**src/hdl/bf3d_pkg.sv**
```systemverilog
`default_nettype none

package bf3d_pkg;

    localparam int COORD_BITS    = 12;
    localparam int DEPTH_BITS    = 16;
    localparam int DIM_BITS      = 13;
    localparam int OUT_BITS      = DEPTH_BITS + 1;
    localparam int WGT_BITS      = 16;
    localparam int WGT_FRAC      = 15;
    localparam int PROD_BITS     = WGT_BITS + DEPTH_BITS;
    localparam int WSUM_BITS     = WGT_BITS + 3;
    localparam int NUM_BITS      = WSUM_BITS + DEPTH_BITS;
    localparam int GRP_WSUM_BITS = WGT_BITS + 2;
    localparam int GRP_NUM_BITS  = PROD_BITS + 2;
    localparam int WIN_SIZE      = 9;
    localparam int GRP_SIZE      = 3;
    localparam int GRP_COUNT     = WIN_SIZE / GRP_SIZE;
    localparam int RANGE_SHIFT   = 6;
    localparam int RANGE_BIAS    = 32;
    localparam int K_BITS        = DEPTH_BITS + 1 - RANGE_SHIFT;
    localparam int MAX_DIM       = 4096;
    localparam int WIDTH_RESET   = 640;
    localparam int HEIGHT_RESET  = 480;

    typedef logic [COORD_BITS-1:0] t_coord;
    typedef logic [DEPTH_BITS-1:0] t_depth;
    typedef logic [DIM_BITS-1:0]   t_dim;
    typedef logic [WGT_BITS-1:0]   t_wgt;
    typedef logic [PROD_BITS-1:0]  t_prod;
    typedef logic [WSUM_BITS-1:0]  t_wsum;
    typedef logic [NUM_BITS-1:0]   t_num;

    typedef struct packed {
        t_coord row;
        t_coord col;
        t_depth centre;
    } t_tag;

    typedef enum logic {
        CFG_IMAGE_WIDTH  = 1'b0,
        CFG_IMAGE_HEIGHT = 1'b1
    } t_cfg_idx;

    localparam t_wgt W_CENTER = 16'd32768;
    localparam t_wgt W_EDGE   = 16'd23155;
    localparam t_wgt W_CORNER = 16'd16363;

    // window order: centre, then neighbours row by row; 0 = up/left, 2 = down/right
    localparam logic [1:0] WIN_ROW [WIN_SIZE] =
        '{2'd1, 2'd0, 2'd0, 2'd0, 2'd1, 2'd1, 2'd2, 2'd2, 2'd2};
    localparam logic [1:0] WIN_COL [WIN_SIZE] =
        '{2'd1, 2'd0, 2'd1, 2'd2, 2'd0, 2'd2, 2'd0, 2'd1, 2'd2};
    localparam t_wgt WIN_SPATIAL [WIN_SIZE] =
        '{W_CENTER, W_CORNER, W_EDGE, W_CORNER, W_EDGE,
          W_EDGE, W_CORNER, W_EDGE, W_CORNER};

    // Q1.15 range Gaussian, index is |diff| in quarter depth units
    function automatic t_wgt range_weight(input logic [K_BITS-1:0] k);
        t_wgt w;
        case (k)
            K_BITS'(0):  w = 16'd32768;
            K_BITS'(1):  w = 16'd32065;
            K_BITS'(2):  w = 16'd30044;
            K_BITS'(3):  w = 16'd26954;
            K_BITS'(4):  w = 16'd23155;
            K_BITS'(5):  w = 16'd19047;
            K_BITS'(6):  w = 16'd15002;
            K_BITS'(7):  w = 16'd11314;
            K_BITS'(8):  w = 16'd8171;
            K_BITS'(9):  w = 16'd5649;
            K_BITS'(10): w = 16'd3741;
            K_BITS'(11): w = 16'd2372;
            K_BITS'(12): w = 16'd1440;
            K_BITS'(13): w = 16'd837;
            K_BITS'(14): w = 16'd466;
            K_BITS'(15): w = 16'd248;
            K_BITS'(16): w = 16'd127;
            K_BITS'(17): w = 16'd62;
            K_BITS'(18): w = 16'd29;
            K_BITS'(19): w = 16'd13;
            K_BITS'(20): w = 16'd6;
            K_BITS'(21): w = 16'd2;
            K_BITS'(22): w = 16'd1;
            default:     w = '0;
        endcase
        return w;
    endfunction

endpackage

`default_nettype wire

```
**src/hdl/bf3d_div.sv**
```systemverilog
`default_nettype none

module bf3d_div import bf3d_pkg::*; (
    input  wire logic  i_clk,
    input  wire logic  i_rst_n,
    input  wire logic  i_en,
    input  wire logic  i_vld,
    input  wire t_tag  i_tag,
    input  wire t_wsum i_wsum,
    input  wire t_num  i_num,
    output logic       o_vld,
    output t_tag       o_tag,
    output t_depth     o_quot
);

    localparam int QB = DEPTH_BITS;

    // restoring divider, one quotient bit per stage; quotient fits QB bits
    t_num   n_dividend;
    logic   r_vld  [QB+1];
    t_tag   r_tag  [QB+1];
    logic   r_zero [QB+1];
    t_wsum  r_den  [QB+1];
    t_wsum  r_rem  [QB+1];
    t_depth r_lo   [QB+1];
    t_depth r_q    [QB+1];

    assign n_dividend = i_num + NUM_BITS'(i_wsum >> 1);

    always_ff @(posedge i_clk) begin
        if (!i_rst_n) begin
            r_vld[0] <= 1'b0;
        end else if (i_en) begin
            r_vld[0] <= i_vld;
        end
    end

    always_ff @(posedge i_clk) begin
        if (i_en) begin
            r_tag[0]  <= i_tag;
            r_zero[0] <= (i_wsum == '0);
            r_den[0]  <= i_wsum;
            r_rem[0]  <= n_dividend[QB +: WSUM_BITS];
            r_lo[0]   <= n_dividend[QB-1:0];
            r_q[0]    <= '0;
        end
    end

    for (genvar s = 0; s < QB; s++) begin : g_stage
        logic [WSUM_BITS:0] w_trial;
        logic [WSUM_BITS:0] w_diff;
        logic               w_ge;
        t_wsum              n_rem;

        always_comb begin
            w_trial = {r_rem[s], r_lo[s][QB-1]};
            w_diff  = w_trial - {1'b0, r_den[s]};
            w_ge    = w_trial >= {1'b0, r_den[s]};
            n_rem   = w_ge ? w_diff[WSUM_BITS-1:0] : w_trial[WSUM_BITS-1:0];
        end

        always_ff @(posedge i_clk) begin
            if (!i_rst_n) begin
                r_vld[s+1] <= 1'b0;
            end else if (i_en) begin
                r_vld[s+1] <= r_vld[s];
            end
        end

        always_ff @(posedge i_clk) begin
            if (i_en) begin
                r_tag[s+1]  <= r_tag[s];
                r_zero[s+1] <= r_zero[s];
                r_den[s+1]  <= r_den[s];
                r_rem[s+1]  <= n_rem;
                r_lo[s+1]   <= {r_lo[s][QB-2:0], 1'b0};
                r_q[s+1]    <= {r_q[s][QB-2:0], w_ge};
            end
        end
    end

    assign o_vld  = r_vld[QB];
    assign o_tag  = r_tag[QB];
    assign o_quot = r_zero[QB] ? '0 : r_q[QB];

`ifndef SYNTH
    a_rem_start: assert property (@(posedge i_clk) disable iff (!i_rst_n)
        r_vld[0] && !r_zero[0] |-> r_rem[0] < r_den[0])
        else $error("divider: quotient would overflow");

    a_rem_end: assert property (@(posedge i_clk) disable iff (!i_rst_n)
        r_vld[QB] && !r_zero[QB] |-> r_rem[QB] < r_den[QB])
        else $error("divider: final remainder not below divisor");

    a_zero_num: assert property (@(posedge i_clk) disable iff (!i_rst_n)
        r_vld[0] && r_zero[0] |-> (r_rem[0] == '0) && (r_lo[0] == '0))
        else $error("divider: zero weight sum with nonzero numerator");

    a_stall_hold: assert property (@(posedge i_clk) disable iff (!i_rst_n)
        r_vld[QB] && $past(i_rst_n) && !$past(i_en) |-> $stable(r_q[QB]))
        else $error("divider: quotient moved during stall");
`endif

endmodule

`default_nettype wire
```
**config.mk**
```make
export PLATFORM = sky130hd
export DESIGN_NAME = bf3d_div
export DESIGN_NICKNAME = d
export VERILOG_FILES = /design/src/hdl/bf3d_pkg.sv /design/src/hdl/bf3d_div.sv
export SDC_FILE = /design/constraint.sdc
export NUM_CORES = 2
export LEC_CHECK = 0
export BUFFER_PORTS_ARGS = -buffer_cell sky130_fd_sc_hd__clkbuf_2
export CORE_MARGIN = 4
export CORE_UTILIZATION = 45
export CTS_BUF_LIST = sky130_fd_sc_hd__clkbuf_8
export CTS_CLUSTER_SIZE = 40
export DETAILED_ROUTE_END_ITERATION = 8
export SKIP_CTS_REPAIR_TIMING = 1
export SYNTH_ARGS = -nofsm -noshare
export SYNTH_HDL_FRONTEND = slang
export SYNTH_SLANG_ARGS = --single-unit
export TNS_END_PERCENT = 50
```
**constraint.sdc**
```tcl
create_clock -name i_clk -period 5.6 [get_ports i_clk]
set_clock_uncertainty 0.15 [all_clocks]
set_input_delay 0 -clock i_clk [delete_from_list [all_inputs] [get_ports i_clk]]
set_output_delay 0 -clock i_clk [all_outputs]
set_load 0.02 [all_outputs]
```
==> impl_metrics.json <==
{
  "ys_seq_area_share_pct": 69.8,
  "fmax_mhz": 245,
  "endpoint_kind": "flop",
  "nets": 5613,
  "powerDensity_nw_per_um2": 480,
  "hold_viol": 0,
  "worstMarginPinSlew_ps": 1120,
  "antenna_left": 0,
  "cts-buffers-inserted": 290,
  "period_minus_slack_ps": 4080,
  "min_period_over_period_pct": 72.8,
  "routed_via_density": 5.14,
  "core_sq_um": 151000,
  "synth_top_cells_by_area": "edfxtp_1 (70%), ha_1 (5.9%), mux2_2 (2.4%)",
  "critical_path_class": "reg -> reg",
  "port_buffers": 154,
  "syn_inst": 4595,
  "cts_root_buf": "clkbuf_8",
  "arrival_ps": 4600,
  "r2r_slack_ps": 1520,
  "netlist_area_sq_um": 68600,
  "cts_max_level": 5,
  "clock-sinks": 1594,
  "antenna_found_initial": 2,
  "synth-main-ff-cell": "edfxtp_1",
  "min_to": "r_lo[0][1]",
  "dp_hpwl_mm": 79.1,
  "routedWlPerCell_um": 16.5,
  "clk_latency_ps": 960,
  "synth_fp_nets": 5031,
  "gp_congestion": 0.871,
  "ys_warn_count": 0,
  "fp.dieH_um": 398,
  "r2r_cells": 11,
  "synth_edf_count": 1593,
  "hold_slack_ps": 88.8,
  "drt_iter0_drc": 2584,
  "rr_endpoint": "r_rem[0][20]",
  "dpl_cell_area_sq_um": 71700,
  "drc": 0,
  "grt_util_all_layers_pct": 14.8,
  "fp.dieArea_sq_um": 159000,
  "p_leak_nw": 30.5,
  "p_total_mw": 37.9,
  "synth_area_per_cell_sq_um": 14.9,
  "fp.dieW_um": 398,
  "r2r_start": "r_lo[0][15]",
  "relSlewSlack_pct": 24.8,
  "drt_wl_total_mm": 122,
  "clk_pin_slew_ps": 60,
  "async_flop_share_pct": 0,
  "row_count": 142,
  "min_path_cells": 5,
  "area_growth_pct": 15.1,
  "cp_max_fo": 19,
  "synth_seq_cells": 1594,
  "fin_area_sq_um": 78900,
  "yosys.cell_types.count": 85,
  "startpoint_type": "flop",
  "drv_slew": 0,
  "outcome": "finished clean",
  "ir_drop_uv": 192,
  "synth_top_area_cell": "edfxtp_1",
  "grt_pass1_wl_mm": 190,
  "cap_violations": 0,
  "dr.pass1.iters": 5,
  "drive_gt1_share_pct": 13.3,
  "rsz0062_at_grt": "false",
  "tns_ps": 0,
  "hold_start": "i_wsum[2]",
  "synth.top_cell.area_share_pct": 69.8,
  "finalSetupViolCount": 0,
  "vias": 38000,
  "critPathLaunch": "r_lo[0][15]",
  "grt_pass1_vias": 37100,
  "critPathRequiredTime_ps": 6120,
  "clock_path_buffers": 4,
  "start_util_pct": 45.5,
  "grt_max_degree": 174,
  "overflow": 0,
  "ioPinCount": 155,
  "holdCritPathClass": "in -> reg",
  "cts_tree": "built"
}
worst max-delay path by stage:
stage,end,slack [ps],depth (start not counted)
finish,r_rem[0][20],1520,11
global placement,r_rem[0][20],1540,11
detailed placement,r_rem[0][20],1520,11
CTS,r_rem[0][20],1510,11
global route,r_rem[0][20],1270,11
floorplan,r_rem[0][67],2420,12
critical path: stages, from the launching register on:
cell and delay (ps):
edfxtp_1 400, inv_1 80, ha_1 150, inv_1 50, fa_1 420, a211oi_1 230, o21bai_1 150, a211oi_2 500
nor3_1 140, o41ai_4 870, buf_4 320, mux2_2 350
cell families after synthesis:
kind of cell,count (synthesis),synth area share (%)
flops,1594,69.8
compound gates,961,9.08
mux,187,3.13
fa+ha+maj,338,6.34
xor+xnor,238,3.04
simple gates,779,5.62
buf+inv,498,3.00
cells in the mapped netlist, types with 12 or more instances:
cell	n
edfxtp_1	1593
inv_1	388
ha_1	322
a21oi_1	275
o21ai_0	204
nand2_1	194
nor2_1	190
xnor2_1	149
mux2_2	147
a21o_1	117
xor2_1	89
nand3_1	63
nor2b_1	61
and3_1	58
o21a_1	58
nor3_1	47
buf_4	40
clkbuf_1	40
nand4_1	39
nand2b_1	37
a31oi_1	35
a211oi_1	27
o21bai_1	27
o211ai_1	25
o31ai_1	25
mux2i_1	22
buf_2	18
mux2_4	18
and2_1	17
fa_1	16
nor4_1	16
or3_1	15
a221o_1	13
a311oi_1	12
o31a_1	12
cell type report:
| class | count | area (sq um) |
|---|---|---|
| Clock inverter | 190 | 961 |
| Fill cell | 12600 | 71700 |
| Inverter | 388 | 1460 |
| Clock buffer | 297 | 4090 |
| Timing Repair Buffer | 400 | 3320 |
| Sequential cell | 1594 | 47900 |
| Multi-Input combinational cell | 2503 | 18700 |
| Tap cell | 2016 | 2520 |
| Antenna cell | 4 | 10.0 |
metal layers:
layer / global-route usage, % / vias to the layer above / routed length (um)
li1: - / 18600 / -
met2: 24.1 / 876 / 57900
met3: 2.95 / 379 / 5130
met5: 0 / - / 0
met4: 7.06 / 0 / 5220
met1: 19.2 / 18100 / 54000
placed cells by master, fill, tap and decap left out, types with 13 or more instances in the layout:
cell type,count
mux2_2,147
nor2b_1,61
clkinv_2,28
fa_1,16
nand4_1,39
mux2_4,18
nor4_1,16
nand2_1,194
xor2_1,89
o211ai_1,25
o21ai_0,202
a31oi_1,34
mux2i_1,22
o21a_1,58
or3_1,15
buf_4,14
nor2_1,190
a21oi_1,275
a211oi_1,27
o31ai_1,25
dlygate4sd3_1,221
nand2b_1,37
clkinv_1,53
clkbuf_2,153
xnor2_1,149
o21bai_1,27
a221o_1,13
nor3_1,47
and3_1,58
a21o_1,117
edfxtp_1,1593
inv_1,483
clkbuf_8,297
ha_1,322
and2_1,17
nand3_1,63
state kept, by name, indices dropped and copies added (netlist names):
| signal | cells |
|---|---|
| r_lo | 136 |
| r_rem | 304 |
| r_q | 136 |
| r_zero | 17 |
| r_vld | 17 |
| r_den | 304 |
| r_tag | 680 |
report_power, final:
part | switching, mW | internal (mW) | total (mW)
clock | 4.48 | 5.20 | 9.69
combinational | 6.25 | 5.37 | 11.6
sequential | 0.895 | 15.7 | 16.6
total | 11.6 | 26.2 | 37.9
per-stage QoR:
step,cells,util (%),setup slack [ps]
2_1_floorplan,4595,-,2420
3_3_place_gp,6680,47.6,1540
3_5_place_dp,6680,47.6,1520
4_1_cts,7167,50.9,1510
5_1_grt,7391,52.4,1270
6_report,7392,52.4,1520
(Power assumes the default switching activity.)
