**src/hdl/bf3d_pkg.sv**
```systemverilog
`default_nettype none

package bf3d_pkg;

    localparam int COORD_BITS    = 12;
    localparam int DEPTH_BITS    = 16;
    localparam int DIM_BITS      = 13;
    localparam int OUT_BITS      = DEPTH_BITS + 1;
    localparam int WGT_BITS      = 16;
    localparam int WGT_FRAC      = 15;
    localparam int PROD_BITS     = WGT_BITS + DEPTH_BITS;
    localparam int WSUM_BITS     = WGT_BITS + 3;
    localparam int NUM_BITS      = WSUM_BITS + DEPTH_BITS;
    localparam int GRP_WSUM_BITS = WGT_BITS + 2;
    localparam int GRP_NUM_BITS  = PROD_BITS + 2;
    localparam int WIN_SIZE      = 9;
    localparam int GRP_SIZE      = 3;
    localparam int GRP_COUNT     = WIN_SIZE / GRP_SIZE;
    localparam int RANGE_SHIFT   = 6;
    localparam int RANGE_BIAS    = 32;
    localparam int K_BITS        = DEPTH_BITS + 1 - RANGE_SHIFT;
    localparam int MAX_DIM       = 4096;
    localparam int WIDTH_RESET   = 640;
    localparam int HEIGHT_RESET  = 480;

    typedef logic [COORD_BITS-1:0] t_coord;
    typedef logic [DEPTH_BITS-1:0] t_depth;
    typedef logic [DIM_BITS-1:0]   t_dim;
    typedef logic [WGT_BITS-1:0]   t_wgt;
    typedef logic [PROD_BITS-1:0]  t_prod;
    typedef logic [WSUM_BITS-1:0]  t_wsum;
    typedef logic [NUM_BITS-1:0]   t_num;

    typedef struct packed {
        t_coord row;
        t_coord col;
        t_depth centre;
    } t_tag;

    typedef enum logic {
        CFG_IMAGE_WIDTH  = 1'b0,
        CFG_IMAGE_HEIGHT = 1'b1
    } t_cfg_idx;

    localparam t_wgt W_CENTER = 16'd32768;
    localparam t_wgt W_EDGE   = 16'd23155;
    localparam t_wgt W_CORNER = 16'd16363;

    // window order: centre, then neighbours row by row; 0 = up/left, 2 = down/right
    localparam logic [1:0] WIN_ROW [WIN_SIZE] =
        '{2'd1, 2'd0, 2'd0, 2'd0, 2'd1, 2'd1, 2'd2, 2'd2, 2'd2};
    localparam logic [1:0] WIN_COL [WIN_SIZE] =
        '{2'd1, 2'd0, 2'd1, 2'd2, 2'd0, 2'd2, 2'd0, 2'd1, 2'd2};
    localparam t_wgt WIN_SPATIAL [WIN_SIZE] =
        '{W_CENTER, W_CORNER, W_EDGE, W_CORNER, W_EDGE,
          W_EDGE, W_CORNER, W_EDGE, W_CORNER};

    // Q1.15 range Gaussian, index is |diff| in quarter depth units
    function automatic t_wgt range_weight(input logic [K_BITS-1:0] k);
        t_wgt w;
        case (k)
            K_BITS'(0):  w = 16'd32768;
            K_BITS'(1):  w = 16'd32065;
            K_BITS'(2):  w = 16'd30044;
            K_BITS'(3):  w = 16'd26954;
            K_BITS'(4):  w = 16'd23155;
            K_BITS'(5):  w = 16'd19047;
            K_BITS'(6):  w = 16'd15002;
            K_BITS'(7):  w = 16'd11314;
            K_BITS'(8):  w = 16'd8171;
            K_BITS'(9):  w = 16'd5649;
            K_BITS'(10): w = 16'd3741;
            K_BITS'(11): w = 16'd2372;
            K_BITS'(12): w = 16'd1440;
            K_BITS'(13): w = 16'd837;
            K_BITS'(14): w = 16'd466;
            K_BITS'(15): w = 16'd248;
            K_BITS'(16): w = 16'd127;
            K_BITS'(17): w = 16'd62;
            K_BITS'(18): w = 16'd29;
            K_BITS'(19): w = 16'd13;
            K_BITS'(20): w = 16'd6;
            K_BITS'(21): w = 16'd2;
            K_BITS'(22): w = 16'd1;
            default:     w = '0;
        endcase
        return w;
    endfunction

endpackage

`default_nettype wire

```
**src/hdl/bf3d_accum.sv**
```systemverilog
`default_nettype none

module bf3d_accum import bf3d_pkg::*; (
    input  wire logic  i_clk,
    input  wire logic  i_rst_n,
    input  wire logic  i_en,
    input  wire logic  i_vld,
    input  wire t_tag  i_tag,
    input  wire t_wgt  i_wgt  [WIN_SIZE],
    input  wire t_prod i_prod [WIN_SIZE],
    output logic       o_vld,
    output t_tag       o_tag,
    output t_wsum      o_wsum,
    output t_num       o_num
);

    logic [GRP_WSUM_BITS-1:0] n_g_w [GRP_COUNT];
    logic [GRP_NUM_BITS-1:0]  n_g_n [GRP_COUNT];
    logic [GRP_WSUM_BITS-1:0] r_g_w [GRP_COUNT];
    logic [GRP_NUM_BITS-1:0]  r_g_n [GRP_COUNT];
    logic                     r_g_vld;
    t_tag                     r_g_tag;
    t_wsum                    n_wsum;
    t_num                     n_num;
    logic                     r_vld;
    t_tag                     r_tag;
    t_wsum                    r_wsum;
    t_num                     r_num;

    always_comb begin
        for (int g = 0; g < GRP_COUNT; g++) begin
            n_g_w[g] = '0;
            n_g_n[g] = '0;
            for (int j = 0; j < GRP_SIZE; j++) begin
                n_g_w[g] = n_g_w[g] + GRP_WSUM_BITS'(i_wgt[g*GRP_SIZE + j]);
                n_g_n[g] = n_g_n[g] + GRP_NUM_BITS'(i_prod[g*GRP_SIZE + j]);
            end
        end
    end

    always_comb begin
        n_wsum = '0;
        n_num  = '0;
        for (int g = 0; g < GRP_COUNT; g++) begin
            n_wsum = n_wsum + WSUM_BITS'(r_g_w[g]);
            n_num  = n_num + NUM_BITS'(r_g_n[g]);
        end
    end

    always_ff @(posedge i_clk) begin
        if (!i_rst_n) begin
            r_g_vld <= 1'b0;
            r_vld   <= 1'b0;
        end else if (i_en) begin
            r_g_vld <= i_vld;
            r_vld   <= r_g_vld;
        end
    end

    always_ff @(posedge i_clk) begin
        if (i_en) begin
            r_g_w   <= n_g_w;
            r_g_n   <= n_g_n;
            r_g_tag <= i_tag;
            r_tag   <= r_g_tag;
            r_wsum  <= n_wsum;
            r_num   <= n_num;
        end
    end

    assign o_vld  = r_vld;
    assign o_tag  = r_tag;
    assign o_wsum = r_wsum;
    assign o_num  = r_num;

endmodule

`default_nettype wire

```
**config.mk**
```make
export PLATFORM = sky130hd
export DESIGN_NAME = bf3d_accum
export DESIGN_NICKNAME = d
export VERILOG_FILES = /design/src/hdl/bf3d_pkg.sv /design/src/hdl/bf3d_accum.sv
export SDC_FILE = /design/constraint.sdc
export NUM_CORES = 1
export LEC_CHECK = 0
export ABC_AREA = 1
export BUFFER_PORTS_ARGS = -buffer_cell sky130_fd_sc_hd__buf_2
export CELL_PAD_IN_SITES_DETAIL_PLACEMENT = 1
export CELL_PAD_IN_SITES_GLOBAL_PLACEMENT = 2
export CORE_ASPECT_RATIO = 1.75
export CORE_UTILIZATION = 30
export CTS_CLUSTER_SIZE = 16
export DETAILED_ROUTE_END_ITERATION = 12
export GPL_TIMING_DRIVEN = 1
export PLACE_DENSITY_LB_ADDON = 0.12
export REMOVE_ABC_BUFFERS = 1
export SYNTH_ARGS = -nofsm -noshare
export SYNTH_HDL_FRONTEND = slang
export SYNTH_SLANG_ARGS = --single-unit
```
**constraint.sdc**
```tcl
create_clock -name i_clk -period 2.4 [get_ports i_clk]
set_input_delay 0.12 -clock i_clk [delete_from_list [all_inputs] [get_ports i_clk]]
set_output_delay 0.12 -clock i_clk [all_outputs]
set_load 0.01 [all_outputs]
```
==> flow_metrics.py, run 1 <==
metrics = {
    "min_path": {
        "hp-class": "in -> reg",
        "min_path_cells": 4,
    },
    "global_routing": {
        "grt_pass1_wl_um": 145400,
        "grt_pass1_vias": 26180,
        "grt_max_degree": 64,
        "grt_usage": 0.2295,
        "grt_overflow": 0,
        "antenna_found_initial": 2,
    },
    "yosys": {
        "synth_edf_count": 290,
        "synth.most_common_cell": "nand2_1",
        "synth_top_area_cell": "edfxtp_1",
        "synthArstFlopShare": 0,
        "yosys_warnings": 0,
        "yosys-top-cells-area": "edfxtp_1 (35%), fa_1 (17%), nand2_1 (11%)",
        "synth.top_cell.area_share": 0.3532,
        "syn_area_sq_um": 24650,
        "synthCells": 2788,
        "seq_area_frac_synth": 0.3549,
        "synth_ff_type": "edfxtp_1",
        "ys_ff_latch": 292,
        "synth_common_cells": "nand2_1 (751), inv_1 (392), edfxtp_1 (290), nor2_1 (222), a21oi_1 (206)",
        "synth_area_per_cell_sq_um": 8.843,
        "ys_types": 32,
    },
    "floorplan": {
        "ios": 571,
        "die_w_um": 218.7,
        "core_area_sq_um": 81150,
        "placementRows": 138,
        "initial_utilization": 0.3038,
        "die_h_um": 381.2,
        "dieArea_sq_um": 83370,
    },
    "status": {
        "violations": "setup timing",
        "outcome": "finished, violations left",
    },
    "pwr": {
        "ir_drop_v": 0.0006556,
        "p_sw_uw": 20100,
        "combinationalPowerShare": 0.689,
        "internal_power_uw": 24300,
        "switching_share": 0.4527,
        "p_clk_frac": 0.111,
        "power_density_nw_per_um2": 1277,
        "power_uw": 44400,
        "p_seq_frac": 0.200,
        "power.leakage_uw": 0.01661,
    },
    "routing": {
        "post_drt_wl_per_cell_um": 19.92,
        "first_iter_violations": 780,
        "wl_um": 97330,
        "highest_layer": "met4",
        "vias": 23190,
        "drtPass1Iterations": 4,
        "ant_nets": 0,
        "met1_length_um": 33730,
        "met3_length_um": 3255,
        "drc": 0,
        "met2WireLength_um": 56090,
        "vias_per_cell": 4.744,
    },
    "setup_path": {
        "cp_slowest_cell": "fa_1",
        "startpoint_type": "flop",
        "max_stage_delay_ns": 0.65,
        "path_class": "reg -> reg",
        "cp_common_cell": "a21oi_2",
        "arrival_ns": 2.91,
        "required_ns": 2.75,
        "worstRegToRegCells": 8,
        "crit_chain": "fa_1 > ha_4 > a21oi_2 > nand2_2 > a21oi_2 > nand2_4 > buf_4 > xor2_1",
        "crit_fanout": 4,
        "end_kind": "flop",
    },
    "placed_design": {
        "portBuffers": 570,
        "dpl.cell_count": 4775,
        "gp_congestion": 0.9096,
        "dp_hpwl_um": 83380,
    },
    "clocking": {
        "numCtsBuffers": 29,
        "htreeDepth": 1,
        "insertion_delay_ns": 0.60,
        "cts_tree": "done",
        "cts_max_path_buffers": 3,
        "clock_sinks": 292,
        "cts.clk_slew.worst_paths_ns": 0.07,
        "cts_root_buf": "clkbuf_16",
    },
    "timing": {
        "drv_slew": 0,
        "rsz0062_at_grt": "yes",
        "worstMarginPinSlew_ns": 0.8397,
        "fin_worst_skew_ns": 0.02651,
        "finalSetupViolCount": 26,
        "slew-limit-headroom": 0.4383,
        "period_minus_slack_ns": 2.562,
        "max_freq_mhz": 390.4,
        "final.period_utilization": 1.067,
        "hold_viol": 0,
        "fin_ws_ns": -0.1617,
        "worst_hold_slack_ns": 0.05542,
    },
    "layout": {
        "final_net_count": 4682,
        "layoutNonFillerInstCount": 4887,
        "drive_gt1_frac": 0.3342,
        "area_growth_pct": 41.03,
    },
    "job": {
        "drv_cap": 0,
    },
}
[power groups by stage]
stage          Sequential, uW  Clock [uW]  Combinational [uW]
3_3_place_gp             9010           0               23300
2_1_floorplan            8780           0               12000
6_report                 8890        4920               30600
5_1_grt                  9010        5190               33300
3_5_place_dp             9030           0               23800
4_1_cts                  8930        5090               27400
[metal layers]
layer / up-vias / track usage
met4: 0 / 0.08565
li1: 11230 / -
met5: - / 0
met2: 555 / 0.4782
met1: 11250 / 0.2238
met3: 150 / 0.01964
[sequential cells by signal, summed over array words and instances (netlist names)]
name / flops
o_vld: 1
o_num: 35
o_wsum: 19
r_g_w: 54
o_tag: 40
r_g_vld: 1
r_g_n: 102
r_g_tag: 40
[through the flow]
step	utilization	worst slack [ns]	cell area (sq um)	setup TNS, ns
finish	0.4284	-0.1617	34770	-2.037
global route	0.4284	-0.2587	34770	-4.898
CTS	0.4190	-0.1206	34010	-1.246
detailed placement	0.3900	-0.4278	31650	-18.42
global placement	0.3900	-0.4247	31650	-16.92
floorplan	-	-0.1850	24650	-1.336
[kinds of logic after synthesis]
family	Yosys count	share of synthesized area
and+or+nand+nor	1230	0.2055
buffers and inverters	392	0.05968
adders and majority gates	392	0.2611
AOI/OAI and AO/OA	378	0.08196
DFF	292	0.3549
xor gates and xnor gates	104	0.03695
[final timing paths]
kind,startpoint,endpoint,slack (ns)
max,r_g_n[44]$_DFFE_PP_,o_num[15]$_DFFE_PP_,-0.16
min reg2reg,r_g_tag[26]$_DFFE_PP_,o_tag[26]$_DFFE_PP_,0.42
max reg2reg,r_g_n[44]$_DFFE_PP_,o_num[15]$_DFFE_PP_,-0.16
min,i_wgt[128],r_g_w[36]$_DFFE_PP_,0.06
[cells in the final DEF (no fill, tap or decap), types with 14 or more instances in the layout]
| cell | n |
|---|---|
| a21o_1 | 15 |
| dlygate4sd3_1 | 43 |
| clkbuf_16 | 29 |
| nand2_1 | 665 |
| buf_4 | 364 |
| o21ai_0 | 103 |
| inv_1 | 378 |
| edfxtp_1 | 290 |
| xnor2_1 | 14 |
| o21bai_1 | 16 |
| nand2_4 | 28 |
| xor2_1 | 84 |
| buf_2 | 569 |
| ha_1 | 146 |
| nor2_2 | 14 |
| fa_1 | 200 |
| nor2_1 | 195 |
| a21oi_1 | 171 |
| nand3_2 | 20 |
| nor3_1 | 45 |
| ha_4 | 41 |
| nand2_2 | 79 |
| nor2_4 | 14 |
| nand4_1 | 40 |
| a21oi_2 | 29 |
| nand3_1 | 114 |
[final cells by class]
type	instances	area, sq um
clock buffer	32	737.0
multi-input combinational	2104	15950
sequential	292	8748
inverter	392	1484
timing repair buffer	995	6281
tap	1050	1314
antenna	1	2.502
clock inverter	21	252.7
fill	9670	46380
[worst max-delay path, delay by kind of cell, from the launching register on]
family,cells,cell delay (ns)
AND/OR/NAND/NOR,2,0.22
buffers and inverters,1,0.14
adder cells (fa/ha/maj),2,0.91
flip-flops,1,0.47
AO/OA/AOI/OAI,2,0.45
XOR/XNOR,1,0.13
[repair_timing]
action | 4_1_cts | 5_1_grt
pin swaps | 63 | 97
setup endpoints to repair | 39 | 38
endpoints found under the hold margin | 87 | 0
gates resized for setup | 190 | 164
hold buffers | 43 | 0
setup buffers | 9 | 9
cloned | 0 | 0
Power figures use the tool's default switching activity.
==> run 2, diff against run 1 <==
--- a/config.mk
+++ b/config.mk
@@ -6,13 +6,14 @@
 export NUM_CORES = 1
 export LEC_CHECK = 0
 export ABC_AREA = 1
-export BUFFER_PORTS_ARGS = -buffer_cell sky130_fd_sc_hd__buf_2
 export CELL_PAD_IN_SITES_DETAIL_PLACEMENT = 1
 export CELL_PAD_IN_SITES_GLOBAL_PLACEMENT = 2
 export CORE_ASPECT_RATIO = 1.75
-export CORE_UTILIZATION = 30
+export CORE_UTILIZATION = 36
+export CTS_BUF_LIST = sky130_fd_sc_hd__clkbuf_8
 export CTS_CLUSTER_SIZE = 16
 export DETAILED_ROUTE_END_ITERATION = 12
+export DONT_BUFFER_PORTS = 1
 export GPL_TIMING_DRIVEN = 1
 export PLACE_DENSITY_LB_ADDON = 0.12
 export REMOVE_ABC_BUFFERS = 1
==> run 2 against run 1 <==
The flow finishes with violations (hold timing, slew limit, setup timing). Setup slack better by 0.017 ns. Final cell count decreased by 15%. Global-route usage increased by 3.5 points. Count of clock-buffer cells in the layout is 16 higher. Combinational power shrank 7.5%. Sequential power rose by 5.2%. Maximum frequency rose by 0.65%. Die area down 17%. Critical path type unchanged. Critical endpoint is now o_num[23]$_DFFE_PP_.
==> flow_metrics.py, run 2 (synthesis gave the netlist of run 1 again) <==
metrics = {
    "placed_design": {
        "portBuffers": 0,
        "dp_hpwl_um": 79530,
        "gp_congestion": 0.9327,
    },
    "routing": {
        "ant_nets": 0,
        "vias_per_cell": 5.054,
        "vias": 21000,
        "drc": 0,
        "wl_um": 92870,
        "first_iter_violations": 725,
        "drtPass1Iterations": 6,
        "post_drt_wl_per_cell_um": 22.35,
    },
    "layout": {
        "layout_commonest_cell": "nand2_1",
        "diodes": 0,
        "largestRegisters": "r_g_n: 102 flops, r_g_w: 54 flops",
        "drive_gt1_frac": 0.1939,
        "largest_reg_flops": 102,
        "final_cell_mix": "nand2_1 (679), inv_1 (386), edfxtp_1 (290)",
        "top_register": "r_g_n",
        "final_net_count": 4090,
        "area_growth_pct": 26.73,
    },
    "floorplan": {
        "die_w_um": 199.8,
        "ios": 571,
        "initial_utilization": 0.3645,
        "placementRows": 126,
        "core_area_sq_um": 67630,
        "die_h_um": 348.2,
        "dieArea_sq_um": 69570,
    },
    "clocking": {
        "cts.clk_slew.worst_paths_ns": 0.07,
        "htreeDepth": 2,
        "insertion_delay_ns": 0.66,
        "numCtsBuffers": 48,
        "clock_sinks": 292,
        "cts_tree": "done",
        "cts_root_buf": "clkbuf_8",
        "cts_max_path_buffers": 3,
        "cts_hold_buf": 82,
    },
    "timing": {
        "finalSetupViolCount": 20,
        "slew-limit-headroom": -0.1088,
        "fin_worst_skew_ns": 0.05768,
        "worstMarginPinSlew_ns": 1.663,
        "drv_slew": 96,
        "rsz0062_at_grt": "yes",
        "worst_hold_slack_ns": -0.4088,
        "final.period_utilization": 1.060,
        "period_minus_slack_ns": 2.545,
        "hold_viol": 32,
        "fin_ws_ns": -0.1451,
        "max_freq_mhz": 392.9,
    },
    "setup_path": {
        "arrival_ns": 2.90,
        "startpoint_type": "flop",
        "crit_fanout": 4,
        "end_kind": "flop",
        "required_ns": 2.76,
        "path_class": "reg -> reg",
    },
    "global_routing": {
        "antenna_found_initial": 0,
        "grt_pass1_vias": 23820,
        "grt_pass1_wl_um": 136100,
        "grt_usage": 0.2645,
        "grt_overflow": 0,
        "grt_max_degree": 294,
    },
    "pwr": {
        "power_density_nw_per_um2": 1340,
        "power.leakage_uw": 0.01414,
        "power_uw": 41860,
        "ir_drop_v": 0.0005560,
    },
    "status": {
        "outcome": "finished, violations left",
        "violations": "hold timing, slew limit, setup timing",
    },
    "job": {
        "drv_cap": 0,
    },
    "min_path": {
        "hp-class": "in -> reg",
    },
}
[run 2: cell count changes in the layout (fill, tap and decap cells not counted), moves of 8 or more]
| cell | delta |
|---|---|
| buf_2 | -569 |
| buf_4 | -75 |
| clkbuf_8 | +48 |
| dlygate4sd3_1 | +39 |
| clkbuf_16 | -29 |
| nand2_1 | +14 |
| nand2_2 | -12 |
| clkinv_1 | +8 |
| clkinv_2 | +8 |
| inv_1 | +8 |
[run 2: final cells by class]
type                    instances  area (sq um)
inverters                     392          1479
clock inverters                40         250.2
fillers                      7856         36390
flip-flops and latches        292          8748
well taps                     896          1121
clock buffers                  48         660.6
multi-input cells            2104         15840
repair buffers                384          3146
[run 2: where the power goes]
group | switching, uW | total (uW) | internal [uW]
registers | 1340 | 9350 | 8010
clock network | 2190 | 4230 | 2030
logic | 15700 | 28300 | 12600
total | 19300 | 41900 | 22600
[run 2: path summary, 6_finish.rpt]
kind / start / depth (start not counted) / endpoint / slack, ns
worst max-delay path: r_g_n[1]$_DFFE_PP_ / 14 / o_num[23]$_DFFE_PP_ / -0.15
worst min-delay path: i_en / 0 / o_wsum[5]$_DFFE_PP_ / -0.41
worst max register to register: r_g_n[1]$_DFFE_PP_ / 14 / o_num[23]$_DFFE_PP_ / -0.15
worst min register to register: r_g_tag[39]$_DFFE_PP_ / 0 / o_tag[39]$_DFFE_PP_ / 0.42
[run 2: worst max-delay path, cell delays in order (launching register included)]
cell and delay, ns:
edfxtp_1 0.40, fa_1 0.55, ha_2 0.18, inv_2 0.04, fa_2 0.36, inv_2 0.07, nand3_2 0.07, nand2_4 0.10
nand2_4 0.06, nand2_4 0.09, nand3_4 0.08, nand2_4 0.10, nand2_2 0.07, nand3_2 0.06, nand2_1 0.06
[run 2: what timing repair did]
| item | in CTS | in global routing |
|---|---|---|
| pin swaps | 46 | 88 |
| setup buffers | 7 | 16 |
| endpoints found under the setup margin | 37 | 42 |
| hold endpoints to repair | 354 | 123 |
| resized for setup | 146 | 175 |
[run 2: per-stage QoR]
step	util	TNS (ns)	std cells	setup WS [ns]	cell area (sq um)
global placement	0.4126	-10.59	3966	-0.4272	27900
finish	0.4619	-1.495	4156	-0.1451	31240
detailed placement	0.4126	-12.30	3966	-0.4378	27900
global route	0.4619	-4.461	4156	-0.2788	31240
floorplan	-	-1.336	2788	-0.1850	24650
CTS	0.4492	-1.474	4143	-0.1370	30380
[run 2: routing by layer]
layer,wire length (um),global-route usage,vias to the layer above
met5,0,0,-
met4,6699,0.1679,0
met2,51840,0.5250,594
met1,30460,0.2439,10160
li1,-,-,10070
met3,3876,0.03624,177
==> run 3, diff against run 2 <==
--- a/config.mk
+++ b/config.mk
@@ -5,11 +5,11 @@
 export SDC_FILE = /design/constraint.sdc
 export NUM_CORES = 1
 export LEC_CHECK = 0
-export ABC_AREA = 1
+export ABC_AREA = 0
 export CELL_PAD_IN_SITES_DETAIL_PLACEMENT = 1
 export CELL_PAD_IN_SITES_GLOBAL_PLACEMENT = 2
 export CORE_ASPECT_RATIO = 1.75
-export CORE_UTILIZATION = 36
+export CORE_UTILIZATION = 40
 export CTS_BUF_LIST = sky130_fd_sc_hd__clkbuf_8
 export CTS_CLUSTER_SIZE = 16
 export DETAILED_ROUTE_END_ITERATION = 12
==> run 3 against run 2 <==
The run ends with hold timing, setup timing left. Sequential share of layout area up 2.7 points. Highest routed layer unchanged. Routed wire length down 30%. Largest cell class unchanged. Worst hold slack better by 0.030 ns. Non-clock buffer count up 93. Via count down 25%. Largest power group unchanged. Synthesized cell count down 38%. Maximum frequency down 30%. Die area down 21%. Critical path type unchanged. Final area down 8.9%. First-iteration DRC count down 20%. Critical path depth down 1.
==> flow_metrics.py, run 3 <==
metrics = {
    "clocking": {
        "htreeDepth": 2,
        "cts.clk_slew.worst_paths_ns": 0.06,
        "insertion_delay_ns": 0.62,
        "clock_sinks": 292,
        "cts_tree": "done",
        "cts_root_buf": "clkbuf_8",
        "cts_hold_buf": 75,
        "cts_max_path_buffers": 3,
        "numCtsBuffers": 49,
    },
    "global_routing": {
        "antenna_found_initial": 1,
        "grt_pass1_vias": 17900,
        "grt_overflow": 0,
        "grt_usage": 0.2328,
        "grt_max_degree": 293,
        "grt_pass1_wl_um": 96910,
    },
    "placed_design": {
        "portBuffers": 0,
        "dp_hpwl_um": 52280,
        "gp_congestion": 0.8882,
        "dpl.cell_count": 2744,
    },
    "yosys": {
        "synth_ff_type": "edfxtp_1",
        "synthCells": 1726,
        "ys_ff_latch": 292,
        "syn_area_sq_um": 21720,
        "seq_area_frac_synth": 0.4027,
        "synthArstFlopShare": 0,
        "ys_types": 81,
        "synth_edf_count": 290,
        "synth.most_common_cell": "edfxtp_1",
        "synth.top_cell.area_share": 0.4009,
        "synth_area_per_cell_sq_um": 12.59,
        "yosys_warnings": 0,
        "synth_common_cells": "edfxtp_1 (290), fa_1 (204), ha_1 (188), a21oi_1 (141), xnor2_1 (105)",
        "yosys-top-cells-area": "edfxtp_1 (40%), fa_1 (19%), ha_1 (11%)",
        "synth_top_area_cell": "edfxtp_1",
    },
    "floorplan": {
        "initial_utilization": 0.4058,
        "die_h_um": 310.3,
        "placementRows": 112,
        "core_area_sq_um": 53530,
        "ios": 571,
        "dieArea_sq_um": 55280,
        "die_w_um": 178.2,
    },
    "status": {
        "outcome": "finished, violations left",
        "violations": "hold timing, setup timing",
    },
    "setup_path": {
        "crit_fanout": 2,
        "reg2reg_from": "r_g_n[35]$_DFFE_PP_",
        "startpoint_type": "flop",
        "critPathCapture": "o_num[31]$_DFFE_PP_",
        "path_class": "reg -> reg",
        "rr_endpoint": "o_num[31]$_DFFE_PP_",
        "critPathLaunch": "r_g_n[35]$_DFFE_PP_",
        "required_ns": 2.77,
        "end_kind": "flop",
        "reg2reg_slack_ns": -1.24,
        "arrival_ns": 4.01,
        "worstRegToRegCells": 13,
    },
    "job": {
        "drv_cap": 0,
    },
    "timing": {
        "drv_slew": 0,
        "period_minus_slack_ns": 3.635,
        "max_freq_mhz": 275.1,
        "finalSetupViolCount": 53,
        "final.period_utilization": 1.515,
        "rsz0062_at_grt": "yes",
        "worstMarginPinSlew_ns": 0.7480,
        "fin_worst_skew_ns": 0.04383,
        "worst_hold_slack_ns": -0.3790,
        "slew-limit-headroom": 0.4960,
        "fin_ws_ns": -1.235,
        "hold_viol": 140,
    },
    "routing": {
        "vias_per_cell": 5.308,
        "drc": 0,
        "first_iter_violations": 578,
        "ant_nets": 0,
        "vias": 15720,
        "wl_um": 65080,
        "drtPass1Iterations": 5,
        "post_drt_wl_per_cell_um": 21.98,
    },
    "layout": {
        "layoutNonFillerInstCount": 2961,
        "final_net_count": 3104,
        "top_register": "r_g_n",
        "multiInputGateArea_sq_um": 13640,
        "ff_latch_area_sq_um": 8748,
        "nFillCells": 5529,
        "area_growth_pct": 30.98,
        "final_cell_mix": "buf_4 (374), edfxtp_1 (290), fa_1 (191)",
        "largestRegisters": "r_g_n: 102 flops, r_g_w: 54 flops",
        "layout_commonest_cell": "buf_4",
        "largest_reg_flops": 102,
        "drive_gt1_frac": 0.2979,
    },
    "pwr": {
        "power_density_nw_per_um2": 1331,
        "power_uw": 37890,
        "power.leakage_uw": 0.01186,
        "ir_drop_v": 0.0006687,
    },
    "min_path": {
        "hp-class": "in -> reg",
    },
}
-- run 3: what timing repair did --
action                     in CTS  in global routing
pin swaps                     115                124
setup buffers                  34                 36
setup endpoints to repair      90                 91
gates resized for setup       142                125
hold endpoints to repair      357                290
-- run 3: area by class of cell --
| cell class | instances | area share |
|---|---|---|
| Multi-Input combinational cell | 1324 | 0.4794 |
| Sequential cell | 292 | 0.3074 |
| Timing Repair Buffer | 477 | 0.1361 |
| Tap cell | 684 | 0.03008 |
| Clock buffer | 49 | 0.02370 |
| Inverter | 92 | 0.01214 |
| Clock inverter | 42 | 0.01099 |
| Antenna cell | 1 | 0.00008794 |
-- run 3: cells by family (layout without fill, tap and decap cells) --
| family | after synthesis | in the layout | share of synthesized area |
|---|---|---|---|
| buffers and inverters | 110 | 660 | 0.02039 |
| other | 0 | 1 | 0 |
| multiplexers | 5 | 5 | 0.002304 |
| flip-flops | 292 | 292 | 0.4027 |
| AND/OR/NAND/NOR | 308 | 308 | 0.07032 |
| AO/OA/AOI/OAI | 455 | 455 | 0.1419 |
| adder cells (fa/ha/maj) | 392 | 392 | 0.2963 |
| XOR/XNOR | 164 | 164 | 0.06612 |
-- run 3: per-stage QoR --
step           setup TNS, ns  area, sq um  hold slack (ns)  utilization  worst slack [ns]
2_1_floorplan         -39.11        21630           0.2189            -            -1.236
3_3_place_gp          -92.87        25130           0.2189       0.4694            -1.428
3_5_place_dp          -97.10        25130           0.2189       0.4694            -1.504
4_1_cts               -26.16        27680          -0.4274       0.5170            -1.249
5_1_grt               -31.56        28450          -0.4272       0.5316            -1.311
6_report              -25.97        28450          -0.3790       0.5316            -1.235
-- run 3: worst max-delay path, stage by stage, from the launching register on --
cell      delay, ns
edfxtp_1       0.40
fa_2           0.60
ha_4           0.16
inv_2          0.04
fa_2           0.37
nand2b_4       0.17
a21oi_4        0.21
o21ai_4        0.10
a31oi_4        0.21
a31oi_4        0.14
o31ai_4        0.23
a221oi_2       0.11
and3_1         0.17
or4_1          0.46
-- run 3: routing by layer --
| layer | part of all wire | GRT usage | vias to the layer above | wire [um] |
|---|---|---|---|---|
| met5 | 0 | 0 | - | 0 |
| li1 | - | - | 7373 | - |
| met2 | 0.57 | 0.4696 | 457 | 37240 |
| met1 | 0.35 | 0.2347 | 7800 | 22950 |
| met4 | 0.032 | 0.08269 | 0 | 2114 |
| met3 | 0.043 | 0.03372 | 88 | 2785 |
-- run 3: power breakdown --
part	leakage (uW)	internal, uW	switching [uW]
Combinational	0.00845	12500	11500
Sequential	0.00285	8140	1210
Clock	0.000553	2300	2250
-- run 3: worst min path at each step --
| stage | from | end | depth (start not counted) |
|---|---|---|---|
| after floorplan | i_tag[0] | r_g_tag[0]$_DFFE_PP_ | 0 |
| after global placement | i_tag[18] | r_g_tag[18]$_DFFE_PP_ | 0 |
| after detailed placement | i_tag[26] | r_g_tag[26]$_DFFE_PP_ | 0 |
| after CTS | i_en | o_wsum[1]$_DFFE_PP_ | 0 |
| after global routing | i_en | o_tag[31]$_DFFE_PP_ | 0 |
| final | i_en | o_tag[14]$_DFFE_PP_ | 0 |
